<file path="src/hdl/rwpp_pkg.sv">
// Shared types and constants for the RIFF/WAVE PCM parser.
// No dependencies; every other file of the block uses it by scoped names.
`default_nettype none

package rwpp_pkg;

  // Result kinds as they leave on the result channel.
  typedef enum logic [1:0] {
    KIND_SAMPLE = 2'd0,
    KIND_HEADER = 2'd1,
    KIND_ERROR  = 2'd2,
    KIND_END    = 2'd3
  } kind_t;

  // Chunk tags, first byte in the top byte.
  localparam logic [31:0] TAG_RIFF = 32'h5249_4646;
  localparam logic [31:0] TAG_WAVE = 32'h5741_5645;
  localparam logic [31:0] TAG_FMT  = 32'h666D_7420;
  localparam logic [31:0] TAG_DATA = 32'h6461_7461;

  // Smallest fmt body that carries all fields we need.
  localparam logic [31:0] FMT_MIN_LEN = 32'd16;

  // Recentering flip for 8-bit (offset binary) samples.
  localparam logic [15:0] OFFSET_FLIP = 16'h8000;

  // ceil(2^33 / 3): (n * DIV3_RECIP) >> 33 equals n / 3 for every 32-bit n.
  localparam logic [31:0] DIV3_RECIP = 32'hAAAA_AAAB;

  // Depth of the queue between front and back.
  localparam int unsigned QUEUE_DEPTH = 4;

  // Bytes per sample, coded as bytes minus one.
  typedef enum logic [1:0] {
    BPS_ONE   = 2'd0,
    BPS_TWO   = 2'd1,
    BPS_THREE = 2'd2,
    BPS_FOUR  = 2'd3
  } bps_code_t;

  // One command from the front to the back.
  typedef struct packed {
    kind_t        kind;
    logic [15:0]  sample;
    logic [15:0]  channels;
    logic [31:0]  rate;
    logic [31:0]  data_len;
    bps_code_t    bps;
  } cmd_t;

endpackage

`default_nettype wire

</file>
<file path="src/hdl/rwpp_front.sv">
// Front end of the parser: walks the RIFF structure one byte per word and
// issues a command for every result. Depends on rwpp_pkg.
`default_nettype none

module rwpp_front #(
  parameter int unsigned MAX_SAMPLE_BYTES = 4
) (
  input  wire logic          clk,
  input  wire logic          rst_n,
  input  wire logic          in_fire,
  input  wire logic [7:0]    in_data_byte,
  input  wire logic          in_file_start,
  output logic               push,
  output rwpp_pkg::cmd_t     cmd
);

  typedef enum logic [3:0] {
    PH_RIFF_TAG   = 4'd0,
    PH_RIFF_SIZE  = 4'd1,
    PH_WAVE_TAG   = 4'd2,
    PH_CHUNK_ID   = 4'd3,
    PH_CHUNK_SIZE = 4'd4,
    PH_FMT_BODY   = 4'd5,
    PH_SKIP_BODY  = 4'd6,
    PH_PAD        = 4'd7,
    PH_DATA       = 4'd8,
    PH_AFTER_DATA = 4'd9,
    PH_IDLE       = 4'd10
  } phase_t;

  phase_t      phase_r, phase_nxt, phase_c;
  logic [31:0] idx_r, idx_nxt, idx_c, idx_inc;
  logic [31:0] tag_r, tag_nxt, tag_c, tag_new;
  logic [31:0] len_r, len_nxt, len_c, len_new;
  logic [15:0] chan_r, chan_nxt, chan_c;
  logic [31:0] rate_r, rate_nxt, rate_c;
  logic [15:0] bits_r, bits_nxt, bits_c;
  logic [31:0] asm_r, asm_nxt, asm_c, asm_new;
  logic [31:0] left_r, left_nxt, left_c;
  logic [12:0] bps;
  logic        emit;
  rwpp_pkg::cmd_t cmd_c;

  always_comb begin
    // A file start restarts the walk before this byte is taken.
    phase_c = in_file_start ? PH_RIFF_TAG : phase_r;
    idx_c   = in_file_start ? 32'd0 : idx_r;
    tag_c   = in_file_start ? 32'd0 : tag_r;
    len_c   = in_file_start ? 32'd0 : len_r;
    chan_c  = in_file_start ? 16'd0 : chan_r;
    rate_c  = in_file_start ? 32'd0 : rate_r;
    bits_c  = in_file_start ? 16'd0 : bits_r;
    asm_c   = in_file_start ? 32'd0 : asm_r;
    left_c  = in_file_start ? 32'd0 : left_r;

    idx_inc = idx_c + 32'd1;
    tag_new = {tag_c[23:0], in_data_byte};
    len_new = {in_data_byte, len_c[31:8]};
    asm_new = {in_data_byte, asm_c[31:8]};
    bps     = bits_c[15:3];

    phase_nxt = phase_c;
    idx_nxt   = idx_c;
    tag_nxt   = tag_c;
    len_nxt   = len_c;
    chan_nxt  = chan_c;
    rate_nxt  = rate_c;
    bits_nxt  = bits_c;
    asm_nxt   = asm_c;
    left_nxt  = left_c;
    emit      = 1'b0;
    cmd_c     = '0;

    case (phase_c)
      PH_RIFF_TAG, PH_WAVE_TAG, PH_CHUNK_ID: begin
        tag_nxt = tag_new;
        idx_nxt = idx_inc;
        if (idx_inc == 32'd4) begin
          idx_nxt = 32'd0;
          if (phase_c == PH_RIFF_TAG) begin
            if (tag_new != rwpp_pkg::TAG_RIFF) begin
              phase_nxt  = PH_IDLE;
              emit       = 1'b1;
              cmd_c.kind = rwpp_pkg::KIND_ERROR;
            end else begin
              phase_nxt = PH_RIFF_SIZE;
            end
          end else if (phase_c == PH_WAVE_TAG) begin
            if (tag_new != rwpp_pkg::TAG_WAVE) begin
              phase_nxt  = PH_IDLE;
              emit       = 1'b1;
              cmd_c.kind = rwpp_pkg::KIND_ERROR;
            end else begin
              phase_nxt = PH_CHUNK_ID;
            end
          end else begin
            phase_nxt = PH_CHUNK_SIZE;
          end
        end
      end
      PH_RIFF_SIZE, PH_CHUNK_SIZE: begin
        len_nxt = len_new;
        idx_nxt = idx_inc;
        if (idx_inc == 32'd4) begin
          idx_nxt = 32'd0;
          if (phase_c == PH_RIFF_SIZE) begin
            phase_nxt = PH_WAVE_TAG;
          end else if (tag_c == rwpp_pkg::TAG_FMT) begin
            if (len_new < rwpp_pkg::FMT_MIN_LEN) begin
              phase_nxt  = PH_IDLE;
              emit       = 1'b1;
              cmd_c.kind = rwpp_pkg::KIND_ERROR;
            end else begin
              phase_nxt = PH_FMT_BODY;
            end
          end else if (tag_c == rwpp_pkg::TAG_DATA) begin
            emit = 1'b1;
            if (bps == 13'd0 || bps > 13'(MAX_SAMPLE_BYTES)) begin
              phase_nxt  = PH_IDLE;
              cmd_c.kind = rwpp_pkg::KIND_ERROR;
            end else begin
              left_nxt       = len_new;
              asm_nxt        = 32'd0;
              phase_nxt      = (len_new == 32'd0) ? PH_AFTER_DATA : PH_DATA;
              cmd_c.kind     = rwpp_pkg::KIND_HEADER;
              cmd_c.channels = chan_c;
              cmd_c.rate     = rate_c;
              cmd_c.data_len = len_new;
              cmd_c.bps      = rwpp_pkg::bps_code_t'(bps[1:0] - 2'd1);
            end
          end else begin
            phase_nxt = (len_new == 32'd0) ? PH_CHUNK_ID : PH_SKIP_BODY;
          end
        end
      end
      PH_FMT_BODY, PH_SKIP_BODY: begin
        if (phase_c == PH_FMT_BODY) begin
          if (idx_c == 32'd2)  chan_nxt[7:0]   = in_data_byte;
          if (idx_c == 32'd3)  chan_nxt[15:8]  = in_data_byte;
          if (idx_c == 32'd4)  rate_nxt[7:0]   = in_data_byte;
          if (idx_c == 32'd5)  rate_nxt[15:8]  = in_data_byte;
          if (idx_c == 32'd6)  rate_nxt[23:16] = in_data_byte;
          if (idx_c == 32'd7)  rate_nxt[31:24] = in_data_byte;
          if (idx_c == 32'd14) bits_nxt[7:0]   = in_data_byte;
          if (idx_c == 32'd15) bits_nxt[15:8]  = in_data_byte;
        end
        idx_nxt = idx_inc;
        if (idx_inc == len_c) begin
          // An odd-sized body is followed by one pad byte.
          idx_nxt   = 32'd0;
          phase_nxt = len_c[0] ? PH_PAD : PH_CHUNK_ID;
        end
      end
      PH_PAD: begin
        idx_nxt   = 32'd0;
        phase_nxt = PH_CHUNK_ID;
      end
      PH_DATA: begin
        asm_nxt  = asm_new;
        idx_nxt  = idx_inc;
        left_nxt = left_c - 32'd1;
        if (left_nxt == 32'd0) begin
          phase_nxt = PH_AFTER_DATA;
        end
        if (idx_inc >= 32'(bps)) begin
          idx_nxt      = 32'd0;
          asm_nxt      = 32'd0;
          emit         = 1'b1;
          cmd_c.kind   = rwpp_pkg::KIND_SAMPLE;
          cmd_c.sample = asm_new[31:16] ^
                         ((bps == 13'd1) ? rwpp_pkg::OFFSET_FLIP : 16'd0);
        end
      end
      PH_AFTER_DATA: begin
        phase_nxt  = PH_IDLE;
        emit       = 1'b1;
        cmd_c.kind = rwpp_pkg::KIND_END;
      end
      default: begin
        phase_nxt = phase_c;
      end
    endcase
  end

  assign push = in_fire && emit;
  assign cmd  = cmd_c;

  always_ff @(posedge clk) begin
    if (!rst_n) begin
      phase_r <= PH_RIFF_TAG;
      idx_r   <= 32'd0;
      tag_r   <= 32'd0;
      len_r   <= 32'd0;
      chan_r  <= 16'd0;
      rate_r  <= 32'd0;
      bits_r  <= 16'd0;
      asm_r   <= 32'd0;
      left_r  <= 32'd0;
    end else if (in_fire) begin
      phase_r <= phase_nxt;
      idx_r   <= idx_nxt;
      tag_r   <= tag_nxt;
      len_r   <= len_nxt;
      chan_r  <= chan_nxt;
      rate_r  <= rate_nxt;
      bits_r  <= bits_nxt;
      asm_r   <= asm_nxt;
      left_r  <= left_nxt;
    end
  end

endmodule

`default_nettype wire

</file>
<file path="src/hdl/rwpp_queue.sv">
// Short command queue between the parser front and the result back end.
// Depends on rwpp_pkg for the command type and the depth.
`default_nettype none

module rwpp_queue (
  input  wire logic           clk,
  input  wire logic           rst_n,
  input  wire logic           push,
  input  wire rwpp_pkg::cmd_t push_cmd,
  input  wire logic           pop,
  output rwpp_pkg::cmd_t      head,
  output logic                empty,
  output logic                full
);

  localparam int unsigned DEPTH = rwpp_pkg::QUEUE_DEPTH;
  localparam int unsigned PTR_W = (DEPTH > 1) ? $clog2(DEPTH) : 1;
  localparam int unsigned CNT_W = $clog2(DEPTH + 1);

  rwpp_pkg::cmd_t    entries_r [DEPTH];
  logic [PTR_W-1:0]  wr_ptr_r, wr_ptr_nxt;
  logic [PTR_W-1:0]  rd_ptr_r, rd_ptr_nxt;
  logic [CNT_W-1:0]  count_r, count_nxt;

  assign empty = (count_r == CNT_W'(0));
  assign full  = (count_r == CNT_W'(DEPTH));
  assign head  = entries_r[rd_ptr_r];

  always_comb begin
    wr_ptr_nxt = wr_ptr_r;
    rd_ptr_nxt = rd_ptr_r;
    count_nxt  = count_r;
    if (push) begin
      wr_ptr_nxt = (wr_ptr_r == PTR_W'(DEPTH - 1)) ? PTR_W'(0) : wr_ptr_r + PTR_W'(1);
    end
    if (pop) begin
      rd_ptr_nxt = (rd_ptr_r == PTR_W'(DEPTH - 1)) ? PTR_W'(0) : rd_ptr_r + PTR_W'(1);
    end
    if (push && !pop) begin
      count_nxt = count_r + CNT_W'(1);
    end else if (pop && !push) begin
      count_nxt = count_r - CNT_W'(1);
    end
  end

  always_ff @(posedge clk) begin
    if (push) begin
      entries_r[wr_ptr_r] <= push_cmd;
    end
  end

  always_ff @(posedge clk) begin
    if (!rst_n) begin
      wr_ptr_r <= '0;
      rd_ptr_r <= '0;
      count_r  <= '0;
    end else begin
      wr_ptr_r <= wr_ptr_nxt;
      rd_ptr_r <= rd_ptr_nxt;
      count_r  <= count_nxt;
    end
  end

  a_count_in_range: assert property (@(posedge clk) disable iff (!rst_n)
    count_r <= CNT_W'(DEPTH))
    else $error("queue count beyond depth");

  a_no_underrun: assert property (@(posedge clk) disable iff (!rst_n)
    pop |-> !empty)
    else $error("queue popped while empty");

  a_push_grows: assert property (@(posedge clk) disable iff (!rst_n)
    push && !pop |=> count_r == $past(count_r) + CNT_W'(1))
    else $error("queue push lost");

endmodule

`default_nettype wire

</file>
<file path="src/hdl/rwpp_back.sv">
// Back end: takes commands from the queue, finishes the sample count and
// holds the result word for the output channel. Depends on rwpp_pkg.
`default_nettype none

module rwpp_back (
  input  wire logic           clk,
  input  wire logic           rst_n,
  input  wire rwpp_pkg::cmd_t head,
  input  wire logic           empty,
  output logic                pop,
  output logic                out_valid,
  input  wire logic           out_ready,
  output logic [1:0]          out_result_kind,
  output logic signed [15:0]  out_sample_value,
  output logic [15:0]         out_channel_count,
  output logic [31:0]         out_rate_hz,
  output logic [31:0]         out_total_samples
);

  // Stage A: command plus the quotient of the divide by three.
  logic           a_valid_r, a_valid_nxt;
  rwpp_pkg::cmd_t a_cmd_r;
  logic [31:0]    a_div3_r;

  // Stage B: the result word on the ports.
  logic           b_valid_r, b_valid_nxt;
  rwpp_pkg::kind_t b_kind_r;
  logic [15:0]    b_sample_r;
  logic [15:0]    b_chan_r;
  logic [31:0]    b_rate_r;
  logic [31:0]    b_total_r;
  logic [31:0]    total_c;

  logic b_free, a_adv, a_free;

  assign b_free = !b_valid_r || out_ready;
  assign a_adv  = a_valid_r && b_free;
  assign a_free = !a_valid_r || a_adv;
  assign pop    = !empty && a_free;

  always_comb begin
    a_valid_nxt = a_valid_r;
    if (pop) begin
      a_valid_nxt = 1'b1;
    end else if (a_adv) begin
      a_valid_nxt = 1'b0;
    end
    b_valid_nxt = b_valid_r;
    if (a_adv) begin
      b_valid_nxt = 1'b1;
    end else if (out_ready) begin
      b_valid_nxt = 1'b0;
    end
  end

  always_comb begin
    case (a_cmd_r.bps)
      rwpp_pkg::BPS_ONE:   total_c = a_cmd_r.data_len;
      rwpp_pkg::BPS_TWO:   total_c = {1'b0, a_cmd_r.data_len[31:1]};
      rwpp_pkg::BPS_THREE: total_c = a_div3_r;
      rwpp_pkg::BPS_FOUR:  total_c = {2'b00, a_cmd_r.data_len[31:2]};
      default:             total_c = a_cmd_r.data_len;
    endcase
  end

  always_ff @(posedge clk) begin
    if (pop) begin
      a_cmd_r  <= head;
      // The product of two 32-bit values, shifted down by 33, is below 2^31.
      a_div3_r <= 32'((64'(head.data_len) * 64'(rwpp_pkg::DIV3_RECIP)) >> 33);
    end
    if (a_adv) begin
      b_kind_r   <= a_cmd_r.kind;
      b_sample_r <= a_cmd_r.sample;
      b_chan_r   <= a_cmd_r.channels;
      b_rate_r   <= a_cmd_r.rate;
      b_total_r  <= (a_cmd_r.kind == rwpp_pkg::KIND_HEADER) ? total_c : 32'd0;
    end
  end

  always_ff @(posedge clk) begin
    if (!rst_n) begin
      a_valid_r <= 1'b0;
      b_valid_r <= 1'b0;
    end else begin
      a_valid_r <= a_valid_nxt;
      b_valid_r <= b_valid_nxt;
    end
  end

  assign out_valid         = b_valid_r;
  assign out_result_kind   = b_kind_r;
  assign out_sample_value  = $signed(b_sample_r);
  assign out_channel_count = b_chan_r;
  assign out_rate_hz       = b_rate_r;
  assign out_total_samples = b_total_r;

endmodule

`default_nettype wire

</file>
<file path="src/hdl/riff_wave_pcm_parser.sv">
// Top level of the RIFF/WAVE PCM parser: front end, command queue, back end.
// Depends on rwpp_pkg, rwpp_front, rwpp_queue and rwpp_back.
//
//   Channel | Ports                                   | Direction | Word
//   --------+-----------------------------------------+-----------+---------------------
//   in_     | valid, ready, data_byte, file_start      | into      | one file byte
//   out_    | valid, ready, result_kind, sample_value, | out of    | one result (sample,
//           | channel_count, rate_hz, total_samples    |           | header, error, end)
//
// One input word is taken every cycle while the four-entry command queue has
// room; the parser front walks the file structure one byte per input word.
// A result reaches the output through the queue, the stage that forms the
// divide-by-three product and the output register, in that order.
// rst_n is synchronous and active low; it returns the parser to the start of
// a file and empties the queue and both back-end stages.
// A stall on the output fills the queue; in_ready drops only once it is full.
`default_nettype none

module riff_wave_pcm_parser #(
  parameter int unsigned MAX_SAMPLE_BYTES = 4
) (
  input  wire logic         clk,
  input  wire logic         rst_n,
  input  wire logic         in_valid,
  output logic              in_ready,
  input  wire logic [7:0]   in_data_byte,
  input  wire logic         in_file_start,
  output logic              out_valid,
  input  wire logic         out_ready,
  output logic [1:0]        out_result_kind,
  output logic signed [15:0] out_sample_value,
  output logic [15:0]       out_channel_count,
  output logic [31:0]       out_rate_hz,
  output logic [31:0]       out_total_samples
);

  logic           in_fire;
  logic           push;
  logic           pop;
  logic           q_empty;
  logic           q_full;
  rwpp_pkg::cmd_t push_cmd;
  rwpp_pkg::cmd_t q_head;

  // Every byte may cause a result, so a byte is taken only with a free slot.
  assign in_ready = !q_full;
  assign in_fire  = in_valid && in_ready;

  // The front keeps the whole parse state and turns each byte into at most
  // one command: a decoded sample, the header, an error or the end mark.
  rwpp_front #(
    .MAX_SAMPLE_BYTES (MAX_SAMPLE_BYTES)
  ) u_front (
    .clk           (clk),
    .rst_n         (rst_n),
    .in_fire       (in_fire),
    .in_data_byte  (in_data_byte),
    .in_file_start (in_file_start),
    .push          (push),
    .cmd           (push_cmd)
  );

  // The queue lets the front keep taking bytes while a result is stalled.
  rwpp_queue u_queue (
    .clk      (clk),
    .rst_n    (rst_n),
    .push     (push),
    .push_cmd (push_cmd),
    .pop      (pop),
    .head     (q_head),
    .empty    (q_empty),
    .full     (q_full)
  );

  // The back end finishes the sample count (size over bytes per sample,
  // with a reciprocal multiply for three-byte samples) and drives the port.
  rwpp_back u_back (
    .clk               (clk),
    .rst_n             (rst_n),
    .head              (q_head),
    .empty             (q_empty),
    .pop               (pop),
    .out_valid         (out_valid),
    .out_ready         (out_ready),
    .out_result_kind   (out_result_kind),
    .out_sample_value  (out_sample_value),
    .out_channel_count (out_channel_count),
    .out_rate_hz       (out_rate_hz),
    .out_total_samples (out_total_samples)
  );

endmodule

`default_nettype wire
</file>
<file path="config.mk">
export PLATFORM = sky130hd
export DESIGN_NAME = riff_wave_pcm_parser
export DESIGN_NICKNAME = d
export VERILOG_FILES = /design/src/hdl/rwpp_pkg.sv /design/src/hdl/rwpp_front.sv /design/src/hdl/rwpp_queue.sv /design/src/hdl/rwpp_back.sv /design/src/hdl/riff_wave_pcm_parser.sv
export SDC_FILE = /design/constraint.sdc
export NUM_CORES = 2
export LEC_CHECK = 0
export BUFFER_PORTS_ARGS = -buffer_cell sky130_fd_sc_hd__buf_2
export CAP_MARGIN = 20
export CORE_MARGIN = 10
export CORE_UTILIZATION = 40
export DETAILED_ROUTE_END_ITERATION = 8
export PLACE_DENSITY = 0.56
export SETUP_SLACK_MARGIN = 0.05
export SYNTH_ARGS = -nofsm -noshare
export SYNTH_HDL_FRONTEND = slang
export SYNTH_SLANG_ARGS = --single-unit
export TNS_END_PERCENT = 50
</file>
<file path="constraint.sdc">
create_clock -name clk -period 10.68 [get_ports clk]
set_clock_uncertainty 0.05 [all_clocks]
set_input_delay 1.602 -clock clk [delete_from_list [all_inputs] [get_ports clk]]
set_output_delay 1.602 -clock clk [all_outputs]
set_load 0.02 [all_outputs]
</file>
# --- Word-level counts from Yosys, hierarchy flattened ---
# Memory sizes are Yosys's and may differ from the RTL's. A register that Yosys moved wholly into a read port is not among the register bits.
# Cells that the tools add are included.
word_totals:
  n_memories: 1
  wordCells: 203
  inputBits: 13
  ff_bits: 466
  latchBits: 0
  ram_bits: 400
  out_inout_bits: 100
  rom_bits: 0
op_classes:
  n_eq_ne: 31
  n_shift: 0
  bitwise: 1
  addsub: 7
  n_reduce_logical: 28
  muxes: 105
  multipliers: 1
  n_lt_le_gt_ge: 3
  div_mod_pow: 0
mem_list:
  columns: ["memory", "depth", "word_bits", "read_ports", "rd_clocked_by_memory_dff", "write_ports", "line", "rtl"]
  rows:
  - ["u_queue.entries_r", 4, 100, 1, 1, 1, "rwpp_queue.sv:20", "rwpp_pkg::cmd_t entries_r [DEPTH];"]
op_table:
  columns: ["operator", "count"]
  rows:
  - ["2-to-1 mux 32 bit", 24]
  - ["2-to-1 mux 82 bit", 6]
  - ["one-hot mux 32 bit (4 select lines)", 2]
  - ["== test 32 x 3 -> 1 bit, second input constant", 5]
  - ["2-to-1 mux 16 bit", 9]
  - ["one-hot mux 32 bit (2 select lines)", 2]
  - ["== test 32 x 2 -> 1 bit, second input constant", 2]
  - ["== test 32 x 31 -> 1 bit, second input constant", 2]
  - ["== test 32 x 4 -> 1 bit, second input constant", 2]
  - ["logical NOT 32 bit", 2]
  - ["multiplier 32 x 32 -> 64 bit, second input constant", 1]
  - ["2-to-1 mux 8 bit", 8]
  - ["inequality test 32 x 31 -> 1 bit, second input constant", 2]
  - ["2-to-1 mux 4 bit", 14]
  - ["adder 32 x 1 -> 32 bit, second input constant", 1]
  - ["== test 32 bit", 1]
  - ["greater-or-equal comparator 32 x 13 -> 1 bit", 1]
  - ["less-than comparator 32 x 5 -> 1 bit, second input constant", 1]
  - ["subtractor 32 x 1 -> 32 bit, second input constant", 1]
  - ["2-to-1 mux 2 bit", 15]
  - ["one-hot mux 4 bit (6 select lines)", 1]
  - ["2-to-1 mux 1 bit", 18]
  - ["== test 4 x 3 -> 1 bit, second input constant", 4]
  - ["bitwise XOR 16 bit", 1]
  - ["26 further kinds", 51]

# --- Logic depth before layout (Yosys ltp) ---
logic_depth:
  ltp_word: 12
  mapped_depth: 32
  mapped_depth_nobuf: 29

# --- Cells and area by module ---
# A second synthesis with hierarchy kept.
unflattened:
  cells_unflattened: 4127
  area_unflattened_um2: 51259.2
modules_own_cells:
  columns: ["mod", "instances", "area_each_um2", "seq_area_each_um2", "cells_per_inst"]
  rows:
  - ["rwpp_back", 1, 24058.1, 6916.6, 1953]
  - ["rwpp_queue", 1, 14986.9, 12191.7, 566]
  - ["rwpp_front", 1, 12204.2, 4023.9, 1606]
  - ["riff_wave_pcm_parser", 1, 10.0, 0.0, 2]

# --- Worst setup path after synthesis ---
# No wires, ideal clock.
synth_timing:
  kind: "input to register"
  start: "input out_ready"
  end: "register u_queue.count_r[2]"
  path_slack_ns: 0.633
  path_buffers: 0
  stages: 9
  arrival_ns: 9.926
  t_required_ns: 10.560
  setup_ns: 0.070
  cell_sequence: "nor2b_1 -> a21oi_1 -> inv_1 -> ha_1 -> inv_1 -> fa_1 -> xor2_1 -> or3_1 -> a21oi_1"
synth_between:
  elab_chain_cells: 7
  elab_cells_between_ends: 9
  classes_between: "mux (1); reduce/logical (8)"
synth_rtl:
  columns: ["item", "line", "rtl"]
  rows:
  - ["start: declaration", "riff_wave_pcm_parser.sv:29", "input wire logic out_ready,"]
  - ["logical OR 1 bit (*)", "rwpp_back.sv:36", "assign b_free = !b_valid_r || out_ready;"]
  - ["logical AND 1 bit (*)", "rwpp_back.sv:37", "assign a_adv = a_valid_r && b_free;"]
  - ["logical OR 1 bit (*)", "rwpp_back.sv:38", "assign a_free = !a_valid_r || a_adv;"]
  - ["logical AND 1 bit (*)", "rwpp_back.sv:39", "assign pop = !empty && a_free;"]
  - ["net pop", "riff_wave_pcm_parser.sv:39", "logic pop;"]
  - ["logical NOT 1 bit", "rwpp_queue.sv:39", "if (push && !pop) begin"]
  - ["logical AND 1 bit", "rwpp_queue.sv:39", null]
  - ["2-to-1 mux 3 bit or nonzero test 2 bit (tied branches)", null, null]
  - ["end signal: assignment", "rwpp_queue.sv:60", "count_r <= count_nxt;"]
  - ["end: declaration", "rwpp_queue.sv:23", "logic [CNT_W-1:0] count_r, count_nxt;"]
# Mark *: on every way through the listed nets, which the timed path passes. The rest lies on a longest branch.
# A chain may end at the register's enable or synchronous reset.

==> summary.md <==
| Metric | Value |
|---|---|
| Status | finished clean |
| Final Max Tran Viols | 0 |
| Global-route wire length before repair | 210000 um |
| DRT antenna net count | 0 |
| Most common cell after layout, fill and taps aside | edfxtp_1 |
| Final setup viols | 0 |
| Synth cell types | 91 |
| Drt via density | 5.35 |
| Worst Tran Pin Value | 1.11 ns |
| Clock-pin slew on the worst setup and hold paths | 0.07 ns |
| Core ar. | 126000 sq um |
| Mux cell area share after synthesis | 6.06% |
| Yosys Warn Count | 0 |
| Placer Congestion | 0.962 |
| Endpoint class of the critical path | flop |
| Synth Area in XOR/XNOR | 2.33% |
| Post-Synthesis Cells | 4107 |
| Dpl hpwl | 104000 um |
| Max_cap viols | 0 |
| Sequential area share after synthesis | 45.8% |
| Max Clk Rate | 0.105 GHz |
| Largest family of logic cells by synthesized area | adder cells |
| R2R cell count | 27 |
| Max incr delay on CP | 0.75 ns |
| CTS tree | yes |
| Top Ports | 113 |
| Cell Rows | 130 |
| First-pass DRT Iterations | 6 |
| RR Endpoint | u_back.a_div3_r[24]$_DFFE_PP_ |
| RSZ-0062 raised after global routing | no |
| Port-buffer cells | 112 |
| Initial Utilization | 40.2% |
| Setup Buffers After CTS | 0 |
| CTS sink count | 841 |
| Adder-Cell Fraction of Synth Area | 23.7% |
| Slowest CP cell | mux4_2 |
| Worst reg2reg setup slack | 1.15 ns |
| Vias in the first global route | 32838 |
| Post-synthesis simple-gate area fraction | 10.1% |
| Hold Path Class | reg2reg |
| DR vias | 31675 |
| Total GRT Usage | 19.5% |
| Die Span Y | 375 um |
| Critical path class | reg2reg |
| Antenna cell count | 0 |
| Total Die Area | 141000 sq um |
| Synth Area in Compound Gates | 6.72% |
| Syn Std Cell Area | 50500 sq um |
| Drt drc | 0 |
| Fill cells | 11549 |
| Hold Fails Final Rpt | 0 |
| WL final | 139000 um |
| FF+latch count, synth | 841 |
| Die width | 375 um |
| Ratio of cells with drive above 1 in the final layout | 11.1% |
| Grt total ovfl | 0 |
| Skew-Pair Late Insertion Delay | 0.74 ns |
| NumNets Final | 4942 |
| Arrival @ worst endpoint | 9.94 ns |
| Final worst path period need | 9.53 ns |
| Area grow syn2layout | 11.0% |
| Setup TNS | 0 ns |
| CP max FO | 16 |
| EDFF count, synth | 629 |
| CTS Buffer Depth | 3 |
| Most used cell along the critical path | fa_1 |
| Ys flop type | edfxtp_1 |
| Hold path cells | 0 |
| Htree depth | 3 |
| Crit path required time | 11.09 ns |
| Slew margin rel. | 25.4% |
| DR iter-0 viols | 2340 |
| Critical path capture point | u_back.a_div3_r[24]$_DFFE_PP_ |
| Most frequent cells in the layout | edfxtp_1 (629), inv_1 (530), ha_1 (385) |
| Syn Area/Cell | 12.3 sq um |
| Asr flop ratio synth | 0% |
| Initial antenna violation count | 3 |
| Crit start category | flop |
| Root Driver | clkbuf_16 |
| Routed len/inst | 23.5 um |
| Num CTS Buffers | 94 |
| Largest net degree at the start of global routing | 89 |
| Period Utilization, post-route | 89.2% |
| CTS Hold Bufs | 0 |
| Mapped Nets | 4863 |
| Post-CTS sizing | 0 |
[synthesized netlist by cell type, types with 12 or more instances]
cell | instances | area share, %
inv_1 | 531 | 3.9
edfxtp_1 | 629 | 37
nor2_1 | 292 | 2.2
nor4_1 | 38 | 0.47
clkbuf_1 | 123 | 0.91
o31ai_1 | 12 | 0.18
buf_2 | 19 | 0.19
buf_1 | 27 | 0.20
a22oi_1 | 91 | 1.4
o21ai_0 | 104 | 1.0
a21o_1 | 28 | 0.42
dfxtp_1 | 212 | 8.4
xor2_1 | 63 | 1.1
a31oi_1 | 23 | 0.28
or3_1 | 15 | 0.19
ha_1 | 385 | 9.5
nand2_1 | 227 | 1.7
o211ai_1 | 14 | 0.21
nand4_1 | 32 | 0.40
xnor2_1 | 69 | 1.2
and2_1 | 133 | 1.6
fa_1 | 358 | 14
nand2b_1 | 27 | 0.33
nor3_1 | 48 | 0.48
mux4_2 | 130 | 5.8
a21oi_1 | 135 | 1.3
nor2b_1 | 27 | 0.33
and3_1 | 32 | 0.40
nand3_1 | 81 | 0.80
[stage by stage]
| step | utilization [%] | instance area [sq um] | hold WS, ns | setup WS [ns] | std cells |
|---|---|---|---|---|---|
| floorplan | - | 50500 | 0.350 | 0.633 | 4107 |
| global placement | 42.1 | 52900 | 0.354 | 1.24 | 5740 |
| detailed placement | 42.1 | 52900 | 0.355 | 1.12 | 5740 |
| CTS | 44.7 | 56100 | 0.361 | 1.13 | 5917 |
| global route | 44.7 | 56100 | 0.373 | 0.599 | 5917 |
| finish | 44.7 | 56100 | 0.365 | 1.15 | 5917 |
[how the worst min path moves through the flow]
stage | slack (ns) | start | endpoint
2_1_floorplan | 0.35 | u_back.a_cmd_r[66]$_DFFE_PP_ | u_back.out_channel_count[0]$_DFFE_PP_
3_3_place_gp | 0.35 | u_back.a_cmd_r[46]$_DFFE_PP_ | u_back.out_rate_hz[12]$_DFFE_PP_
3_5_place_dp | 0.36 | u_back.a_cmd_r[70]$_DFFE_PP_ | u_back.out_channel_count[4]$_DFFE_PP_
4_1_cts | 0.36 | u_back.a_cmd_r[92]$_DFFE_PP_ | u_back.out_sample_value[10]$_DFFE_PP_
5_1_grt | 0.37 | u_back.a_cmd_r[53]$_DFFE_PP_ | u_back.out_rate_hz[19]$_DFFE_PP_
6_report | 0.36 | u_back.a_cmd_r[92]$_DFFE_PP_ | u_back.out_sample_value[10]$_DFFE_PP_
[kinds of logic after synthesis]
kind of cell	count (synthesis)
adder cells (fa/ha/maj)	743
XOR/XNOR	133
AND/OR/NAND/NOR	1020
AO/OA/AOI/OAI	522
flip-flops	841
multiplexers	143
buffers and inverters	705
[worst max-delay path: cells and delay by family (launching register included)]
kind                     cells  cell delay (ns)
AO/OA/AOI/OAI                9             2.34
XOR/XNOR                     2             0.77
adder cells (fa/ha/maj)      9             3.97
buffers and inverters        4             0.48
flip-flops                   1             0.54
multiplexers                 1             0.75
AND/OR/NAND/NOR              2             0.37
[metal layers]
layer | vias to the layer above | wire, um | part of all wire, % | global-route usage [%]
li1 | 14602 | - | - | -
met1 | 16084 | 59300 | 43 | 25.2
met2 | 786 | 68900 | 50 | 33.7
met3 | 201 | 5880 | 4.2 | 2.60
met4 | 2 | 4680 | 3.4 | 6.53
met5 | - | 13 | 0.0094 | 0
[state kept, by name (all words and copies together) (netlist names), 2 cells and up, named ones only]
register	cells
u_back.a_cmd_r	100
u_back.a_div3_r	31
u_back.out_channel_count	16
u_back.out_rate_hz	32
u_back.out_result_kind	2
u_back.out_sample_value	16
u_back.out_total_samples	32
u_front.asm_r	8
u_front.bits_r	13
u_front.chan_r	16
u_front.idx_r	32
u_front.left_r	32
u_front.len_r	32
u_front.phase_r	4
u_front.rate_r	32
u_front.tag_r	32
u_queue.count_r	3
u_queue.entries_r	400
u_queue.rd_ptr_r	2
u_queue.wr_ptr_r	2
[area by class of cell]
cell class	count	area [sq um]	share of cell area, %
Sequential cell	841	23100	41.2
Clock inverter	34	428	0.763
Tap cell	1650	2060	3.68
Clock buffer	143	2770	4.93
Timing Repair Buffer	156	931	1.66
Inverter	532	2000	3.56
Multi-Input combinational cell	2561	24800	44.2
Power is not shown: default switching activity piles up to over one toggle a cycle in this logic, so the estimate is an artifact.
